===== src/rolling_key_xor_stream_cipher_defines.svh =====
// ----------------------------------------------------------------------------
// rolling_key_xor_stream_cipher_defines
// Assertion helpers shared by the cipher's modules.
// ----------------------------------------------------------------------------
`ifndef ROLLING_KEY_XOR_STREAM_CIPHER_DEFINES_SVH
`define ROLLING_KEY_XOR_STREAM_CIPHER_DEFINES_SVH

// Same-cycle implication, ignored while reset is held.
`define RKX_ASSERT_NOW(label, clk, rst_n, ante, cons) \
    label: assert property (@(posedge clk) disable iff (!(rst_n)) (ante) |-> (cons)) \
        else $error("rkx assertion failed");

// Next-cycle implication, ignored while reset is held.
`define RKX_ASSERT_NEXT(label, clk, rst_n, ante, cons) \
    label: assert property (@(posedge clk) disable iff (!(rst_n)) (ante) |=> (cons)) \
        else $error("rkx assertion failed");

`endif


===== src/rkx_pkg.sv =====
// ----------------------------------------------------------------------------
// rkx_pkg
// Types and constants shared by the rolling-key XOR stream cipher modules.
// ----------------------------------------------------------------------------
package rkx_pkg;

    localparam int unsigned QUEUE_DEPTH = 4;

    localparam logic [3:0]  HEADER_LEN    = 4'd8;
    localparam logic [31:0] MAGIC_DEFAULT = 32'h4F4D_4252;

    localparam logic [1:0] STATUS_OK        = 2'd0;
    localparam logic [1:0] STATUS_BAD_MAGIC = 2'd1;
    localparam logic [1:0] STATUS_SHORT     = 2'd2;

    localparam logic [2:0] REG_KEY_SEED      = 3'd0;
    localparam logic [2:0] REG_DECRYPT_MODE  = 3'd1;
    localparam logic [2:0] REG_HEADER_ENABLE = 3'd2;
    localparam logic [2:0] REG_KEY_MASK      = 3'd3;
    localparam logic [2:0] REG_MAGIC_WORD    = 3'd4;

    typedef struct packed {
        logic [31:0] key_seed;
        logic        decrypt_mode;
        logic        header_enable;
        logic [31:0] key_mask;
        logic [31:0] magic_word;
    } t_cfg;

    typedef struct packed {
        logic [7:0]  data;
        logic        data_valid;
        logic        last;
        logic [1:0]  status;
        logic [31:0] rkey;
    } t_result;

    // One queued job: a single result, optionally preceded by eight header bytes.
    typedef struct packed {
        logic        hdr;
        logic [31:0] magic;
        logic [31:0] hdr_key;
        t_result     res;
    } t_job;

endpackage


===== src/rkx_fifo.sv =====
// ----------------------------------------------------------------------------
// rkx_fifo
// Short job queue between the front and back parts of the cipher.
// ----------------------------------------------------------------------------
`include "rolling_key_xor_stream_cipher_defines.svh"

module rkx_fifo #(
    parameter int unsigned DEPTH = rkx_pkg::QUEUE_DEPTH
) (
    input  logic          i_clk,
    input  logic          i_rst_n,
    input  logic          i_push,
    input  rkx_pkg::t_job i_job,
    input  logic          i_pop,
    output rkx_pkg::t_job o_head,
    output logic          o_empty,
    output logic          o_full
);

    localparam int unsigned PW = (DEPTH > 1) ? $clog2(DEPTH) : 1;
    localparam int unsigned CW = $clog2(DEPTH + 1);
    localparam logic [PW-1:0] LAST_PTR = PW'(DEPTH - 1);
    localparam logic [CW-1:0] FULL_CNT = CW'(DEPTH);

    rkx_pkg::t_job r_mem [DEPTH];
    logic [PW-1:0] r_wr_ptr, r_rd_ptr;
    logic [CW-1:0] r_count;
    logic          do_push, do_pop;

    assign o_empty = (r_count == '0);
    assign o_full  = (r_count == FULL_CNT);
    assign o_head  = r_mem[r_rd_ptr];
    assign do_push = i_push && !o_full;
    assign do_pop  = i_pop && !o_empty;

    always_ff @(posedge i_clk) begin
        if (!i_rst_n) begin
            r_wr_ptr <= '0;
            r_rd_ptr <= '0;
            r_count  <= '0;
        end else begin
            if (do_push) begin
                r_wr_ptr <= (r_wr_ptr == LAST_PTR) ? '0 : r_wr_ptr + PW'(1);
            end
            if (do_pop) begin
                r_rd_ptr <= (r_rd_ptr == LAST_PTR) ? '0 : r_rd_ptr + PW'(1);
            end
            if (do_push && !do_pop) begin
                r_count <= r_count + CW'(1);
            end else if (do_pop && !do_push) begin
                r_count <= r_count - CW'(1);
            end
        end
    end

    always_ff @(posedge i_clk) begin
        if (do_push) begin
            r_mem[r_wr_ptr] <= i_job;
        end
    end

    `RKX_ASSERT_NOW(a_count_bound, i_clk, i_rst_n, 1'b1, r_count <= FULL_CNT)
    `RKX_ASSERT_NOW(a_no_push_full, i_clk, i_rst_n, i_push, !o_full)

endmodule


===== src/rkx_front.sv =====
// ----------------------------------------------------------------------------
// rkx_front
// Accepts input bytes, tracks the key and header state and issues jobs.
// ----------------------------------------------------------------------------
`include "rolling_key_xor_stream_cipher_defines.svh"

module rkx_front (
    input  logic          i_clk,
    input  logic          i_rst_n,
    input  rkx_pkg::t_cfg i_cfg,
    input  logic          i_in_valid,
    output logic          o_in_ready,
    input  logic [7:0]    i_data,
    input  logic          i_last,
    input  logic          i_queue_full,
    output logic          o_push,
    output rkx_pkg::t_job o_job
);

    logic [31:0] r_key, n_key;
    logic [1:0]  r_pos, n_pos;
    logic [3:0]  r_count, n_count;
    logic [63:0] r_shift, n_shift;
    logic        r_err, n_err;

    logic        accept;
    logic        has_job;
    logic        hdr_dec;
    logic [63:0] shift_ins;
    logic [31:0] hdr_key;
    logic        hdr_bad;
    logic [31:0] cur_key;
    logic [1:0]  cur_pos;
    logic [31:0] key_sh;
    logic [7:0]  cipher;
    logic [7:0]  ct;
    logic [31:0] key_next;

    assign o_in_ready = !i_queue_full;
    assign accept     = i_in_valid && o_in_ready;
    assign o_push     = accept && has_job;
    assign hdr_dec    = i_cfg.decrypt_mode && i_cfg.header_enable;

    always_comb begin
        shift_ins = r_shift | ({56'd0, i_data} << {r_count[2:0], 3'b000});
        hdr_key   = shift_ins[63:32] ^ i_cfg.key_mask;
        hdr_bad   = (shift_ins[31:0] != i_cfg.magic_word);

        // Outside header decryption the first byte of a message restarts the key.
        if (!hdr_dec && (r_count == 4'd0)) begin
            cur_key = i_cfg.key_seed;
            cur_pos = 2'd0;
        end else begin
            cur_key = r_key;
            cur_pos = r_pos;
        end
        key_sh   = cur_key >> {cur_pos, 3'b000};
        cipher   = i_data ^ key_sh[7:0];
        ct       = i_cfg.decrypt_mode ? i_data : cipher;
        key_next = {cur_key[24:0], cur_key[31:25]} ^ {24'd0, ct};

        n_key   = r_key;
        n_pos   = r_pos;
        n_count = r_count;
        n_shift = r_shift;
        n_err   = r_err;
        has_job = 1'b0;
        o_job   = '0;

        if (hdr_dec) begin
            if (r_count < rkx_pkg::HEADER_LEN) begin
                n_count = r_count + 4'd1;
                n_shift = shift_ins;
                if (r_count == rkx_pkg::HEADER_LEN - 4'd1) begin
                    n_err   = r_err | hdr_bad;
                    n_shift = {hdr_key, shift_ins[31:0]};
                    n_key   = hdr_key;
                    n_pos   = 2'd0;
                    if (i_last) begin
                        has_job        = 1'b1;
                        o_job.res.last = 1'b1;
                        if (r_err || hdr_bad) begin
                            o_job.res.status = rkx_pkg::STATUS_BAD_MAGIC;
                        end else begin
                            o_job.res.status = rkx_pkg::STATUS_OK;
                            o_job.res.rkey   = hdr_key;
                        end
                    end
                end else if (i_last) begin
                    has_job          = 1'b1;
                    o_job.res.last   = 1'b1;
                    o_job.res.status = rkx_pkg::STATUS_SHORT;
                end
            end else if (r_err) begin
                if (i_last) begin
                    has_job          = 1'b1;
                    o_job.res.last   = 1'b1;
                    o_job.res.status = rkx_pkg::STATUS_BAD_MAGIC;
                end
            end else begin
                n_key                = key_next;
                n_pos                = cur_pos + 2'd1;
                has_job              = 1'b1;
                o_job.res.data       = cipher;
                o_job.res.data_valid = 1'b1;
                o_job.res.last       = i_last;
                o_job.res.status     = rkx_pkg::STATUS_OK;
                o_job.res.rkey       = r_shift[63:32];
            end
        end else begin
            if (r_count == 4'd0) begin
                n_count       = rkx_pkg::HEADER_LEN;
                o_job.hdr     = !i_cfg.decrypt_mode && i_cfg.header_enable;
                o_job.magic   = i_cfg.magic_word;
                o_job.hdr_key = i_cfg.key_seed ^ i_cfg.key_mask;
            end
            n_key                = key_next;
            n_pos                = cur_pos + 2'd1;
            has_job              = 1'b1;
            o_job.res.data       = cipher;
            o_job.res.data_valid = 1'b1;
            o_job.res.last       = i_last;
            o_job.res.status     = rkx_pkg::STATUS_OK;
        end

        if (i_last) begin
            n_key   = i_cfg.key_seed;
            n_pos   = 2'd0;
            n_count = 4'd0;
            n_shift = '0;
            n_err   = 1'b0;
        end
    end

    always_ff @(posedge i_clk) begin
        if (!i_rst_n) begin
            r_key   <= '0;
            r_pos   <= '0;
            r_count <= '0;
            r_shift <= '0;
            r_err   <= 1'b0;
        end else if (accept) begin
            r_key   <= n_key;
            r_pos   <= n_pos;
            r_count <= n_count;
            r_shift <= n_shift;
            r_err   <= n_err;
        end
    end

    `RKX_ASSERT_NOW(a_count_range, i_clk, i_rst_n, 1'b1, r_count <= rkx_pkg::HEADER_LEN)
    `RKX_ASSERT_NEXT(a_last_clears, i_clk, i_rst_n, accept && i_last,
                     (r_count == 4'd0) && !r_err && (r_pos == 2'd0))

endmodule


===== src/rkx_back.sv =====
// ----------------------------------------------------------------------------
// rkx_back
// Expands queued jobs into result transfers through an output register.
// ----------------------------------------------------------------------------
`include "rolling_key_xor_stream_cipher_defines.svh"

module rkx_back (
    input  logic             i_clk,
    input  logic             i_rst_n,
    input  rkx_pkg::t_job    i_head,
    input  logic             i_empty,
    output logic             o_pop,
    output logic             o_out_valid,
    input  logic             i_out_ready,
    output rkx_pkg::t_result o_res
);

    logic             r_out_valid;
    rkx_pkg::t_result r_out, n_out;
    logic [3:0]       r_idx, n_idx;
    logic             load;
    logic             in_header;
    logic [63:0]      hdr_words;
    logic [63:0]      hdr_sh;

    assign load      = !i_empty && (!r_out_valid || i_out_ready);
    assign in_header = i_head.hdr && (r_idx != rkx_pkg::HEADER_LEN);
    assign o_pop     = load && !in_header;
    assign hdr_words = {i_head.hdr_key, i_head.magic};
    assign hdr_sh    = hdr_words >> {r_idx[2:0], 3'b000};

    always_comb begin
        n_out = i_head.res;
        n_idx = r_idx;
        if (in_header) begin
            n_out.data       = hdr_sh[7:0];
            n_out.data_valid = 1'b1;
            n_out.last       = 1'b0;
            n_out.status     = rkx_pkg::STATUS_OK;
            n_out.rkey       = '0;
            n_idx            = r_idx + 4'd1;
        end else begin
            n_idx = 4'd0;
        end
    end

    always_ff @(posedge i_clk) begin
        if (!i_rst_n) begin
            r_out_valid <= 1'b0;
            r_idx       <= '0;
        end else begin
            if (load) begin
                r_out_valid <= 1'b1;
                r_idx       <= n_idx;
            end else if (i_out_ready) begin
                r_out_valid <= 1'b0;
            end
        end
    end

    always_ff @(posedge i_clk) begin
        if (load) begin
            r_out <= n_out;
        end
    end

    assign o_out_valid = r_out_valid;
    assign o_res       = r_out;

    `RKX_ASSERT_NOW(a_idx_holds_job, i_clk, i_rst_n, r_idx != 4'd0, !i_empty && i_head.hdr)
    `RKX_ASSERT_NOW(a_nodata_is_last, i_clk, i_rst_n, r_out_valid && !r_out.data_valid,
                    r_out.last)

endmodule


===== src/rolling_key_xor_stream_cipher.sv =====
// Results pass through the job queue and then the output register. Throughput: one
// byte per cycle while the queue has room; the first byte of a header-encrypted
// message yields nine results (eight header bytes and the cipher byte). The rate is
// set by the output stage: one result per cycle while the result channel is ready.
// Reset is synchronous and active low: registers return to their defaults, the
// running key to zero and the job queue and output stage empty.
// ----------------------------------------------------------------------------
// rolling_key_xor_stream_cipher
// Byte-stream cipher with a 32-bit rolling key and an optional key header.
// ----------------------------------------------------------------------------
module rolling_key_xor_stream_cipher #(
    parameter int unsigned QUEUE_DEPTH = rkx_pkg::QUEUE_DEPTH
) (
    input  logic        i_clk,
    input  logic        i_rst_n,
    // Configuration write channel
    input  logic        i_cfg_valid,
    output logic        o_cfg_ready,
    input  logic [2:0]  i_cfg_index,
    input  logic [31:0] i_cfg_data,
    // Input byte channel
    input  logic        i_in_valid,
    output logic        o_in_ready,
    input  logic [7:0]  i_data_in,
    input  logic        i_last_in,
    // Result channel
    output logic        o_out_valid,
    input  logic        i_out_ready,
    output logic [7:0]  o_data_out,
    output logic        o_data_valid,
    output logic        o_last_out,
    output logic [1:0]  o_status,
    output logic [31:0] o_recovered_key
);

    // The configuration registers live here. A write transfer updates the
    // register selected by the index; indices beyond the list are dropped.
    rkx_pkg::t_cfg    r_cfg;
    rkx_pkg::t_job    push_job;
    rkx_pkg::t_job    head_job;
    rkx_pkg::t_result res;
    logic             push, pop, q_empty, q_full;

    assign o_cfg_ready = 1'b1;

    always_ff @(posedge i_clk) begin
        if (!i_rst_n) begin
            r_cfg.key_seed      <= '0;
            r_cfg.decrypt_mode  <= 1'b0;
            r_cfg.header_enable <= 1'b0;
            r_cfg.key_mask      <= '0;
            r_cfg.magic_word    <= rkx_pkg::MAGIC_DEFAULT;
        end else if (i_cfg_valid) begin
            unique case (i_cfg_index)
                rkx_pkg::REG_KEY_SEED:      r_cfg.key_seed      <= i_cfg_data;
                rkx_pkg::REG_DECRYPT_MODE:  r_cfg.decrypt_mode  <= i_cfg_data[0];
                rkx_pkg::REG_HEADER_ENABLE: r_cfg.header_enable <= i_cfg_data[0];
                rkx_pkg::REG_KEY_MASK:      r_cfg.key_mask      <= i_cfg_data;
                rkx_pkg::REG_MAGIC_WORD:    r_cfg.magic_word    <= i_cfg_data;
                default: begin
                end
            endcase
        end
    end

    // Front part: takes one byte per transfer, advances the key and header
    // state at once, and queues a job for every byte that yields results.
    rkx_front u_front (
        .i_clk        (i_clk),
        .i_rst_n      (i_rst_n),
        .i_cfg        (r_cfg),
        .i_in_valid   (i_in_valid),
        .o_in_ready   (o_in_ready),
        .i_data       (i_data_in),
        .i_last       (i_last_in),
        .i_queue_full (q_full),
        .o_push       (push),
        .o_job        (push_job)
    );

    // The queue lets the front keep accepting bytes while the back is busy
    // with header bytes or held up by the result channel.
    rkx_fifo #(
        .DEPTH (QUEUE_DEPTH)
    ) u_fifo (
        .i_clk   (i_clk),
        .i_rst_n (i_rst_n),
        .i_push  (push),
        .i_job   (push_job),
        .i_pop   (pop),
        .o_head  (head_job),
        .o_empty (q_empty),
        .o_full  (q_full)
    );

    // Back part: turns each job into one or nine result transfers through
    // a registered output stage.
    rkx_back u_back (
        .i_clk       (i_clk),
        .i_rst_n     (i_rst_n),
        .i_head      (head_job),
        .i_empty     (q_empty),
        .o_pop       (pop),
        .o_out_valid (o_out_valid),
        .i_out_ready (i_out_ready),
        .o_res       (res)
    );

    assign o_data_out      = res.data;
    assign o_data_valid    = res.data_valid;
    assign o_last_out      = res.last;
    assign o_status        = res.status;
    assign o_recovered_key = res.rkey;

endmodule

===== config.mk =====
export PLATFORM = sky130hd
export DESIGN_NAME = rolling_key_xor_stream_cipher
export DESIGN_NICKNAME = d
export VERILOG_FILES = /design/src/rkx_pkg.sv /design/src/rkx_fifo.sv /design/src/rkx_front.sv /design/src/rkx_back.sv /design/src/rolling_key_xor_stream_cipher.sv
export VERILOG_INCLUDE_DIRS = /design/src /design/src/src
export SDC_FILE = /design/constraint.sdc
export NUM_CORES = 1
export LEC_CHECK = 0
export ABC_AREA = 0
export BUFFER_PORTS_ARGS = -buffer_cell sky130_fd_sc_hd__buf_2
export CORE_MARGIN = 2
export CORE_UTILIZATION = 27
export CTS_CLUSTER_SIZE = 12
export DETAILED_ROUTE_END_ITERATION = 8
export GPL_TIMING_DRIVEN = 0
export PLACE_DENSITY_LB_ADDON = 0.1
export RECOVER_POWER = 100
export SYNTH_ARGS = -nofsm -noshare
export SYNTH_HDL_FRONTEND = slang
export SYNTH_SLANG_ARGS = --single-unit

===== constraint.sdc =====
create_clock -name i_clk -period 8.07 [get_ports i_clk]
set_clock_uncertainty 0.1 [all_clocks]
set_input_delay 2.421 -clock i_clk [delete_from_list [all_inputs] [get_ports i_clk]]
set_output_delay 2.421 -clock i_clk [all_outputs]
set_load 0.02 [all_outputs]

==> impl_metrics.env, run 1 <==
export IMPL_status="finished, violations left"
export IMPL_violations="max-capacitance violations, max-slew violations"
export IMPL_cts_buffers=81
export IMPL_synth_ff_type="edfxtp_1"
export IMPL_grt_max_degree=49
export IMPL_io_pins=96
export IMPL_min_period_ps=7340
export IMPL_yosysMostFrequentCell="edfxtp_1"
export IMPL_max_stage_delay_ps=2080
export IMPL_cts_resized_gates=0
export IMPL_synth_cell_types=68
export IMPL_via_count=20300
export IMPL_avgSynthCellArea_um2=13.1
export IMPL_root_buffer="clkbuf_16"
export IMPL_cts_hold_buf=0
export IMPL_cp_data_arrival_time_ps=7390
export IMPL_grt_setup_unrepaired="false"
export IMPL_cp_data_required_time_ps=8120
export IMPL_die_area_mm2=0.115
export IMPL_max_freq_ghz=0.136
export IMPL_crit_path_end_kind="flop"
export IMPL_p_leak_nw=11.1
export IMPL_holdWs_ps=373
export IMPL_synth_edff_count=480
export IMPL_synthTopCellsByCount="edfxtp_1, nand2_1, a21oi_1"
export IMPL_hold_class="flop to flop"
export IMPL_die_x_um=339
export IMPL_area_delta_synth_final_pct=15.9
export IMPL_wire_per_inst_um=28.2
export IMPL_first_global_vias=20400
export IMPL_path_max_fanout=9
export IMPL_clock_latency_ps=680
export IMPL_start_util_pct=27.3
export IMPL_ant_nets=0
export IMPL_report_final_slew_viol_count=266
export IMPL_crit_type="input port to flop"
export IMPL_clkTransAtPathRegs_ps=60
export IMPL_synthArstFlopShare_pct=0
export IMPL_grt_overflow=0
export IMPL_synth_nets=2369
export IMPL_crit_chain="clkbuf_1 > a41oi_1 > xnor2_1 > nor4_1 > nand4_1 > o41ai_1"
export IMPL_grt_usage_pct=19.6
export IMPL_relSlewSlack_pct=-140
export IMPL_nets=2554
export IMPL_grt_pass1_wl_um=159000
export IMPL_yosys_area_top_type="edfxtp_1"
export IMPL_clock_path_buffers=3
export IMPL_synth_area_leaders="edfxtp_1, dfxtp_1, mux4_2"
export IMPL_clkSinkCount=695
export IMPL_synth_warnings=0
export IMPL_antenna_found_initial=9
export IMPL_dr_pass1_iters=5
export IMPL_synthCells=2309
export IMPL_cts_tree="built"
export IMPL_drt_iter0_drc=1655
export IMPL_cp_start_kind="input port"
export IMPL_synth_top_area_share_pct=47.7
export IMPL_num_rows=122
export IMPL_portBuffers=91
export IMPL_yosysSeqAreaShare_pct=61.9
export IMPL_stdcell_area_mm2=0.0350
export IMPL_coreArea_mm2=0.111
export IMPL_nFillCells=11200
export IMPL_htreeDepth=3
export IMPL_postCtsSetupBuffers=0
export IMPL_place_area_mm2=0.0329
export IMPL_critPathTopFamily="compound AO/OA/AOI/OAI gates"
export IMPL_fin_crit_sh_pct=90.9
export IMPL_drive_above_1_share_pct=12.8
export IMPL_ys_ff_latch=695
export IMPL_hpwl_um=83800
export IMPL_wl_um=114000
export IMPL_worst_pin_slew_ps=3600
export IMPL_viasPerCell=5.02
export IMPL_drc=0
export IMPL_cp_num_buf_inv=1
export IMPL_maxCapViolations=15
export IMPL_p_per_area_mw_per_mm2=297
export IMPL_crit_path_top_delay_cell="o41ai_1"
export IMPL_place_congestion=0.923
export IMPL_setup_violations=0
export IMPL_vdd_drop_max_mv=0.164
export IMPL_syn_area_mm2=0.0302
export IMPL_hold_violations=0
export IMPL_die_y_um=339
[where the power goes]
part	total [mW]	internal [mW]	switching, mW	leakage (nW)
logic	2.37	0.856	1.51	3.67
registers	4.47	4.32	0.148	6.17
clock network	3.57	2.07	1.51	1.27
total	10.4	7.25	3.17	11.1
[logic make-up (layout without fill, tap and decap cells)]
group / count (synthesis) / in the layout / share of synthesized area (%)
flops: 695 / 695 / 61.9
buf+inv: 201 / 449 / 2.74
mux: 162 / 162 / 10.9
simple gates: 645 / 645 / 9.95
compound gates: 450 / 450 / 9.85
fa+ha+maj: 11 / 11 / 0.480
other cells: 1 / 4 / 0.0124
xor+xnor: 144 / 144 / 4.17
[cell usage in the layout, fill, tap and decap left out, types with 12 or more instances in the layout]
cell / netlist / layout
a211oi_1: 45 / 45
a21oi_1: 221 / 221
a22oi_1: 39 / 39
a31oi_1: 12 / 12
and2_0: 0 / 29
and2_1: 47 / 18
and3_1: 58 / 58
buf_2: 14 / 46
clkbuf_1: 130 / 223
clkbuf_16: 0 / 84
clkinv_2: 0 / 19
dfxtp_1: 215 / 215
edfxtp_1: 480 / 480
inv_1: 25 / 26
mux2i_1: 28 / 28
mux4_2: 133 / 133
nand2_1: 286 / 286
nand3_1: 23 / 23
nor2_1: 156 / 156
o21ai_0: 43 / 44
o41ai_1: 5 / 31
xnor2_1: 64 / 64
xor2_1: 80 / 80
[worst reg2reg max path: cells and delay by family (launching register included)]
family	cells	cell delay, ps
simple gates	2	1410
xor+xnor	1	200
compound gates	2	2490
buf+inv	3	1240
flops	1	420
[per-stage QoR]
step / util, % / power (mW) / setup TNS (ps) / std cells / setup WS (ps)
6_report: 31.6 / 10.4 / 0 / 4048 / 734
5_1_grt: 31.6 / 10.9 / 0 / 4046 / 651
4_1_cts: 32.0 / 10.7 / 0 / 4045 / 1380
3_5_place_dp: 29.7 / 7.05 / 0 / 3899 / 688
3_3_place_gp: 29.4 / 7.03 / -848840 / 3888 / -2000
2_1_floorplan: - / 6.02 / 0 / 2309 / 1420
[flip-flops by register name (all words and copies together), names as in the netlist, 2 cells and up, named ones only]
register,count
u_fifo.r_count,3
u_front.r_count,4
r_cfg,98
u_fifo.r_rd_ptr,2
u_fifo.r_wr_ptr,2
u_front.r_shift,64
u_fifo.r_mem,436
u_front.r_pos,2
u_front.r_key,32
u_back.o_res,44
u_back.r_idx,4
[final timing paths]
kind                            cells after the start               start                 end  slack [ps]
worst max-delay path                                6        i_data_in[6]  u_fifo.r_mem[1][1]         730
worst min-delay path                                2  u_front.r_shift[0]  u_front.r_shift[0]         370
worst max register to register                      8  u_front.r_count[0]  u_fifo.r_mem[1][1]        1710
worst min register to register                      2  u_front.r_shift[0]  u_front.r_shift[0]         370
[area by class of cell]
type	count	area, um^2	area share (%)
plain buffers	174	713	2.04
inverters	27	101	0.289
repair buffers	102	576	1.64
multi-input cells	1413	10500	30.0
well taps	1488	1860	5.32
clock buffers	107	2220	6.33
diodes	3	7.51	0.0214
clock inverters	39	339	0.968
flip-flops and latches	695	18700	53.4
[per-layer routing]
layer / vias to the layer above / global-route usage [%] / part of all wire, %
li1: 9014 / - / -
met1: 10600 / 27.4 / 46
met2: 595 / 31.1 / 46
met3: 138 / 3.13 / 5.0
met4: 6 / 6.44 / 3.0
met5: - / 0 / 0.039
(Power assumes the default switching activity.)
==> run 2: changes to the inputs <==
BUFFER_PORTS_ARGS = not set   (was -buffer_cell sky130_fd_sc_hd__buf_2)
DONT_BUFFER_PORTS = 1   (was not set)
==> run 2 against run 1 <==
Effect of this change: the flow still finishes with violations (max-capacitance violations, max-slew violations); critical path depth fell by 1; flip-flop and latch count did not move; first-iteration DRC count rose by 19%; largest cell class unchanged.
==> impl_metrics.env, run 2 (synthesis results as in run 1) <==
export IMPL_status="finished, violations left"
export IMPL_violations="max-capacitance violations, max-slew violations"
export IMPL_antenna_found_initial=3
export IMPL_drc=0
export IMPL_switching_share_pct=29.8
export IMPL_r2r_cells=8
export IMPL_num_rows=122
export IMPL_grt_overflow=0
export IMPL_cts_buffers=82
export IMPL_final_common_cell="edfxtp_1"
export IMPL_top_register="u_fifo.r_mem"
export IMPL_dr_pass1_iters=5
export IMPL_grt_setup_unrepaired="false"
export IMPL_holdPathEnd="u_front.r_shift[9]"
export IMPL_worst_pin_slew_ps=2490
export IMPL_via_count=20100
export IMPL_largest_reg_flops=436
export IMPL_cp_data_arrival_time_ps=7080
export IMPL_fin_total_pwr_mw=10.5
export IMPL_cts_tree="built"
export IMPL_clkSinkCount=695
export IMPL_cts_resized_gates=0
export IMPL_start_util_pct=27.3
export IMPL_r2r_setup_slack_ps=1800
export IMPL_first_global_vias=20100
export IMPL_cp_data_required_time_ps=8230
export IMPL_intPower_mw=7.36
export IMPL_ant_nets=0
export IMPL_drt_iter0_drc=1963
export IMPL_layout_common_cells="edfxtp_1, nand2_1, a21oi_1"
export IMPL_hold_class="flop to flop"
export IMPL_grt_usage_pct=19.4
export IMPL_fin_crit_sh_pct=85.8
export IMPL_max_freq_ghz=0.144
export IMPL_hold_depth=2
export IMPL_crit_type="input port to flop"
export IMPL_coreArea_mm2=0.111
export IMPL_postCtsSetupBuffers=0
export IMPL_largestRegisters="u_fifo.r_mem: 436 flops, r_cfg: 98 flops, u_front.r_shift: 64 flops"
export IMPL_root_buffer="clkbuf_16"
export IMPL_p_clk_share_pct=35.7
export IMPL_cp_start_kind="input port"
export IMPL_path_max_fanout=44
export IMPL_drive_above_1_share_pct=11.5
export IMPL_holdWs_ps=372
export IMPL_worstHoldStart="u_front.r_shift[9]"
export IMPL_clkTransAtPathRegs_ps=60
export IMPL_cts_hold_buf=0
export IMPL_maxCapViolations=12
export IMPL_min_period_ps=6920
export IMPL_dp_cells=3808
export IMPL_io_pins=96
export IMPL_clock_latency_ps=670
export IMPL_r2r_end="u_fifo.r_mem[1][38]"
export IMPL_wire_per_inst_um=28.6
export IMPL_portBuffers=0
export IMPL_final_util_pct=31.3
export IMPL_place_congestion=0.936
export IMPL_final_cell_count_no_fill=3974
export IMPL_die_x_um=339
export IMPL_nFillCells=11200
export IMPL_max_stage_delay_ps=1900
export IMPL_viasPerCell=5.05
export IMPL_clock_path_buffers=3
export IMPL_combPwrFrac_pct=20.0
export IMPL_hpwl_um=83600
export IMPL_htreeDepth=3
export IMPL_die_area_mm2=0.115
export IMPL_startpoint="i_last_in"
export IMPL_p_per_area_mw_per_mm2=302
export IMPL_crit_chain="clkbuf_1 > nor2_1 > a21oi_1 > and2_0 > clkbuf_2"
export IMPL_die_y_um=339
export IMPL_grt_pass1_wl_um=158000
export IMPL_p_leak_nw=10.9
export IMPL_vdd_drop_max_mv=0.138
export IMPL_worstReg2RegStart="r_cfg[65]"
export IMPL_final_setup_tns_ps=0
export IMPL_power_switching_mw=3.12
export IMPL_multiInputGateArea_mm2=0.0105
export IMPL_crit_path_top_delay_cell="and2_0"
export IMPL_pwr_share_seq_pct=44.3
export IMPL_hold_violations=0
export IMPL_crit_path_end_kind="flop"
export IMPL_report_final_slew_viol_count=322
export IMPL_seq_area_mm2=0.0187
export IMPL_wl_um=113000
export IMPL_setup_violations=0
export IMPL_relSlewSlack_pct=-65.9
export IMPL_grt_max_degree=49
export IMPL_nets=2466
export IMPL_area_delta_synth_final_pct=14.7
-- run 2: changes by cell type in the layout (fill, tap and decap cells not counted), sizes merged --
cell / previous run / this run
bufinv: 4 / 7
inv: 31 / 28
diode: 3 / 11
buf: 70 / 27
clkinvlp: 0 / 1
clkinv: 31 / 23
clkbuf: 313 / 281
-- run 2: worst max path at each step --
stage	end	slack [ps]	cells past startpoint
2_1_floorplan	u_fifo.r_count[2]	1420	9
3_3_place_gp	u_fifo.r_mem[0][66]	-1760	4
3_5_place_dp	u_fifo.r_mem[0][2]	740	7
4_1_cts	u_fifo.r_mem[0][2]	1430	7
5_1_grt	u_fifo.r_mem[3][3]	810	5
6_report	u_fifo.r_mem[1][38]	1150	5
-- run 2: per-layer routing --
metal	GRT usage [%]	routed length, um	up-vias
met5	0	13	-
met4	5.69	2760	2
met3	3.72	8140	134
met2	31.0	52300	679
met1	26.8	50300	10400
li1	-	-	8855
-- run 2: worst max-delay path, delay by kind of cell --
kind	cells	cell delay, ps
buffers and inverters	2	1810
and+or+nand+nor	2	2070
AOI/OAI and AO/OA	1	630
-- run 2: cell type report --
class                   instances  area share, %
clock inverters                32           1.08
diodes                         11         0.0794
clock buffers                 121           6.70
plain buffers                 174           2.05
well taps                    1488           5.37
multi-input cells            1413           30.2
inverters                      27          0.292
flip-flops and latches        695           54.0
repair buffers                 13          0.202
-- run 2: power groups by stage --
stage	clock [mW]	sequential (mW)	combinational, mW
after detailed placement	0	4.71	2.21
after global placement	0	4.78	2.12
after floorplan	0	4.66	1.36
after global routing	3.98	4.67	2.27
after CTS	3.85	4.63	2.22
final	3.74	4.64	2.09
-- run 2: metrics by stage --
step	setup WS, ps	area, um^2
6_report	1150	34700
3_3_place_gp	-1760	32100
4_1_cts	1430	35100
5_1_grt	807	34600
3_5_place_dp	745	32400
2_1_floorplan	1420	30200
==> run 3: changes to the inputs <==
CELL_PAD_IN_SITES_DETAIL_PLACEMENT = 1   (was not set)
CELL_PAD_IN_SITES_GLOBAL_PLACEMENT = 1   (was not set)
==> run 3 against run 2 <==
Effect of this change: the flow still finishes with violations (max-capacitance violations, max-slew violations); design area is 0.20% higher; sequential share of layout area down 0.11 points; routed wire length grew 3.4%; flip-flop and latch count is the same; maximum frequency is 0.23% lower; clock power is essentially flat; first-iteration DRC count is 12% lower; combinational power is essentially flat; die area is the same; critical endpoint is now u_fifo.r_mem[1][51]; largest cell class unchanged.
==> impl_metrics.env, run 3 (synthesis results as in run 1) <==
export IMPL_status="finished, violations left"
export IMPL_violations="max-capacitance violations, max-slew violations"
export IMPL_clkTransAtPathRegs_ps=50
export IMPL_critPathTopFamily="simple AND/OR/NAND/NOR gates"
export IMPL_r2r_setup_slack_ps=1870
export IMPL_maxCapViolations=8
export IMPL_wire_per_inst_um=29.6
export IMPL_relSlewSlack_pct=-85.7
export IMPL_cp_num_buf_inv=3
export IMPL_die_y_um=339
export IMPL_cts_tree="built"
export IMPL_crit_type="input port to flop"
export IMPL_nFillCells=11900
export IMPL_fin_crit_sh_pct=86.0
export IMPL_io_pins=96
export IMPL_setup_violations=0
export IMPL_ant_nets=0
export IMPL_cp_depth=6
export IMPL_vdd_drop_max_mv=0.177
export IMPL_cts_buffers=83
export IMPL_nets=2466
export IMPL_postCtsSetupBuffers=0
export IMPL_largestRegisters="u_fifo.r_mem: 436 flops, r_cfg: 98 flops, u_front.r_shift: 64 flops"
export IMPL_crit_path_top_delay_cell="and2_1"
export IMPL_clock_path_buffers=3
export IMPL_fin_total_pwr_mw=10.5
export IMPL_grt_max_degree=46
export IMPL_first_global_vias=21100
export IMPL_p_per_area_mw_per_mm2=302
export IMPL_wl_um=117000
export IMPL_p_leak_nw=11.1
export IMPL_grt_overflow=0
export IMPL_final_setup_tns_ps=0
export IMPL_dr_pass1_iters=5
export IMPL_largest_reg_flops=436
export IMPL_clock_latency_ps=690
export IMPL_cp_endpoint="u_fifo.r_mem[1][51]"
export IMPL_stdcell_area_mm2=0.0347
export IMPL_grt_usage_pct=20.2
export IMPL_crit_chain="clkbuf_1 > nor2_1 > a21oi_1 > and2_1 > buf_16 > clkbuf_2"
export IMPL_via_count=20200
export IMPL_hold_class="flop to flop"
export IMPL_num_rows=122
export IMPL_cp_data_arrival_time_ps=7110
export IMPL_layout_common_cells="edfxtp_1, nand2_1, a21oi_1"
export IMPL_max_freq_ghz=0.144
export IMPL_drive_above_1_share_pct=11.8
export IMPL_crit_path_end_kind="flop"
export IMPL_portBuffers=0
export IMPL_report_final_slew_viol_count=226
export IMPL_hold_violations=0
export IMPL_max_stage_delay_ps=2070
export IMPL_top_register="u_fifo.r_mem"
export IMPL_htreeDepth=3
export IMPL_startpoint="i_last_in"
export IMPL_viasPerCell=5.10
export IMPL_die_x_um=339
export IMPL_clkSinkCount=695
export IMPL_final_cell_count_no_fill=3964
export IMPL_drc=0
export IMPL_r2r_cells=9
export IMPL_cp_data_required_time_ps=8240
export IMPL_dp_cells=3808
export IMPL_holdWs_ps=373
export IMPL_cts_hold_buf=0
export IMPL_place_congestion=0.936
export IMPL_worst_pin_slew_ps=2790
export IMPL_root_buffer="clkbuf_16"
export IMPL_cp_start_kind="input port"
export IMPL_area_delta_synth_final_pct=14.9
export IMPL_min_period_ps=6940
export IMPL_antenna_found_initial=9
export IMPL_final_common_cell="edfxtp_1"
export IMPL_grt_pass1_wl_um=164000
export IMPL_grt_setup_unrepaired="false"
export IMPL_start_util_pct=27.3
export IMPL_coreArea_mm2=0.111
export IMPL_path_max_fanout=45
export IMPL_drt_iter0_drc=1731
export IMPL_r2r_end="u_fifo.r_mem[1][51]"
export IMPL_hpwl_um=87100
export IMPL_worstReg2RegStart="r_cfg[65]"
export IMPL_die_area_mm2=0.115
export IMPL_cts_resized_gates=0
export IMPL_place_area_mm2=0.0324
[run 3: power by group]
part / switching (mW) / internal [mW]
Clock: 1.57 / 2.18
Combinational: 1.31 / 0.805
Sequential: 0.303 / 4.33
Total: 3.19 / 7.32
[run 3: cell type report]
cell class	instances	area (um^2)	area share (%)
Clock inverter	39	433	1.25
Antenna cell	1	2.50	0.00720
Timing Repair Buffer	12	145	0.418
Multi-Input combinational cell	1413	10500	30.2
Tap cell	1488	1860	5.36
Clock buffer	115	2280	6.56
Sequential cell	695	18700	53.9
Buffer	174	714	2.06
Inverter	27	101	0.292
[run 3: worst min path at each step]
stage,end,cells past startpoint,start
global placement,u_front.r_shift[6],2,u_front.r_shift[6]
CTS,u_front.r_shift[13],2,u_front.r_shift[13]
finish,u_front.r_shift[9],2,u_front.r_shift[9]
global route,u_front.r_shift[13],2,u_front.r_shift[13]
detailed placement,u_front.r_shift[13],2,u_front.r_shift[13]
floorplan,u_front.r_shift[0],2,u_front.r_shift[0]
[run 3: per-stage QoR]
step	setup slack (ps)	util [%]
3_3_place_gp	-1830	29.0
3_5_place_dp	756	29.2
2_1_floorplan	1420	-
6_report	1130	31.4
4_1_cts	1460	31.7
5_1_grt	772	31.3
[run 3: layer usage]
layer,global-route usage (%),part of all wire [%]
met1,28.3,46
met2,32.0,46
met3,3.67,5.8
met4,6.06,2.6
met5,0,0.011
[run 3: worst min-delay path: stages, from the launching register on]
cell and delay (ps):
dfxtp_1 330, a21oi_1 40, nor2_1 70
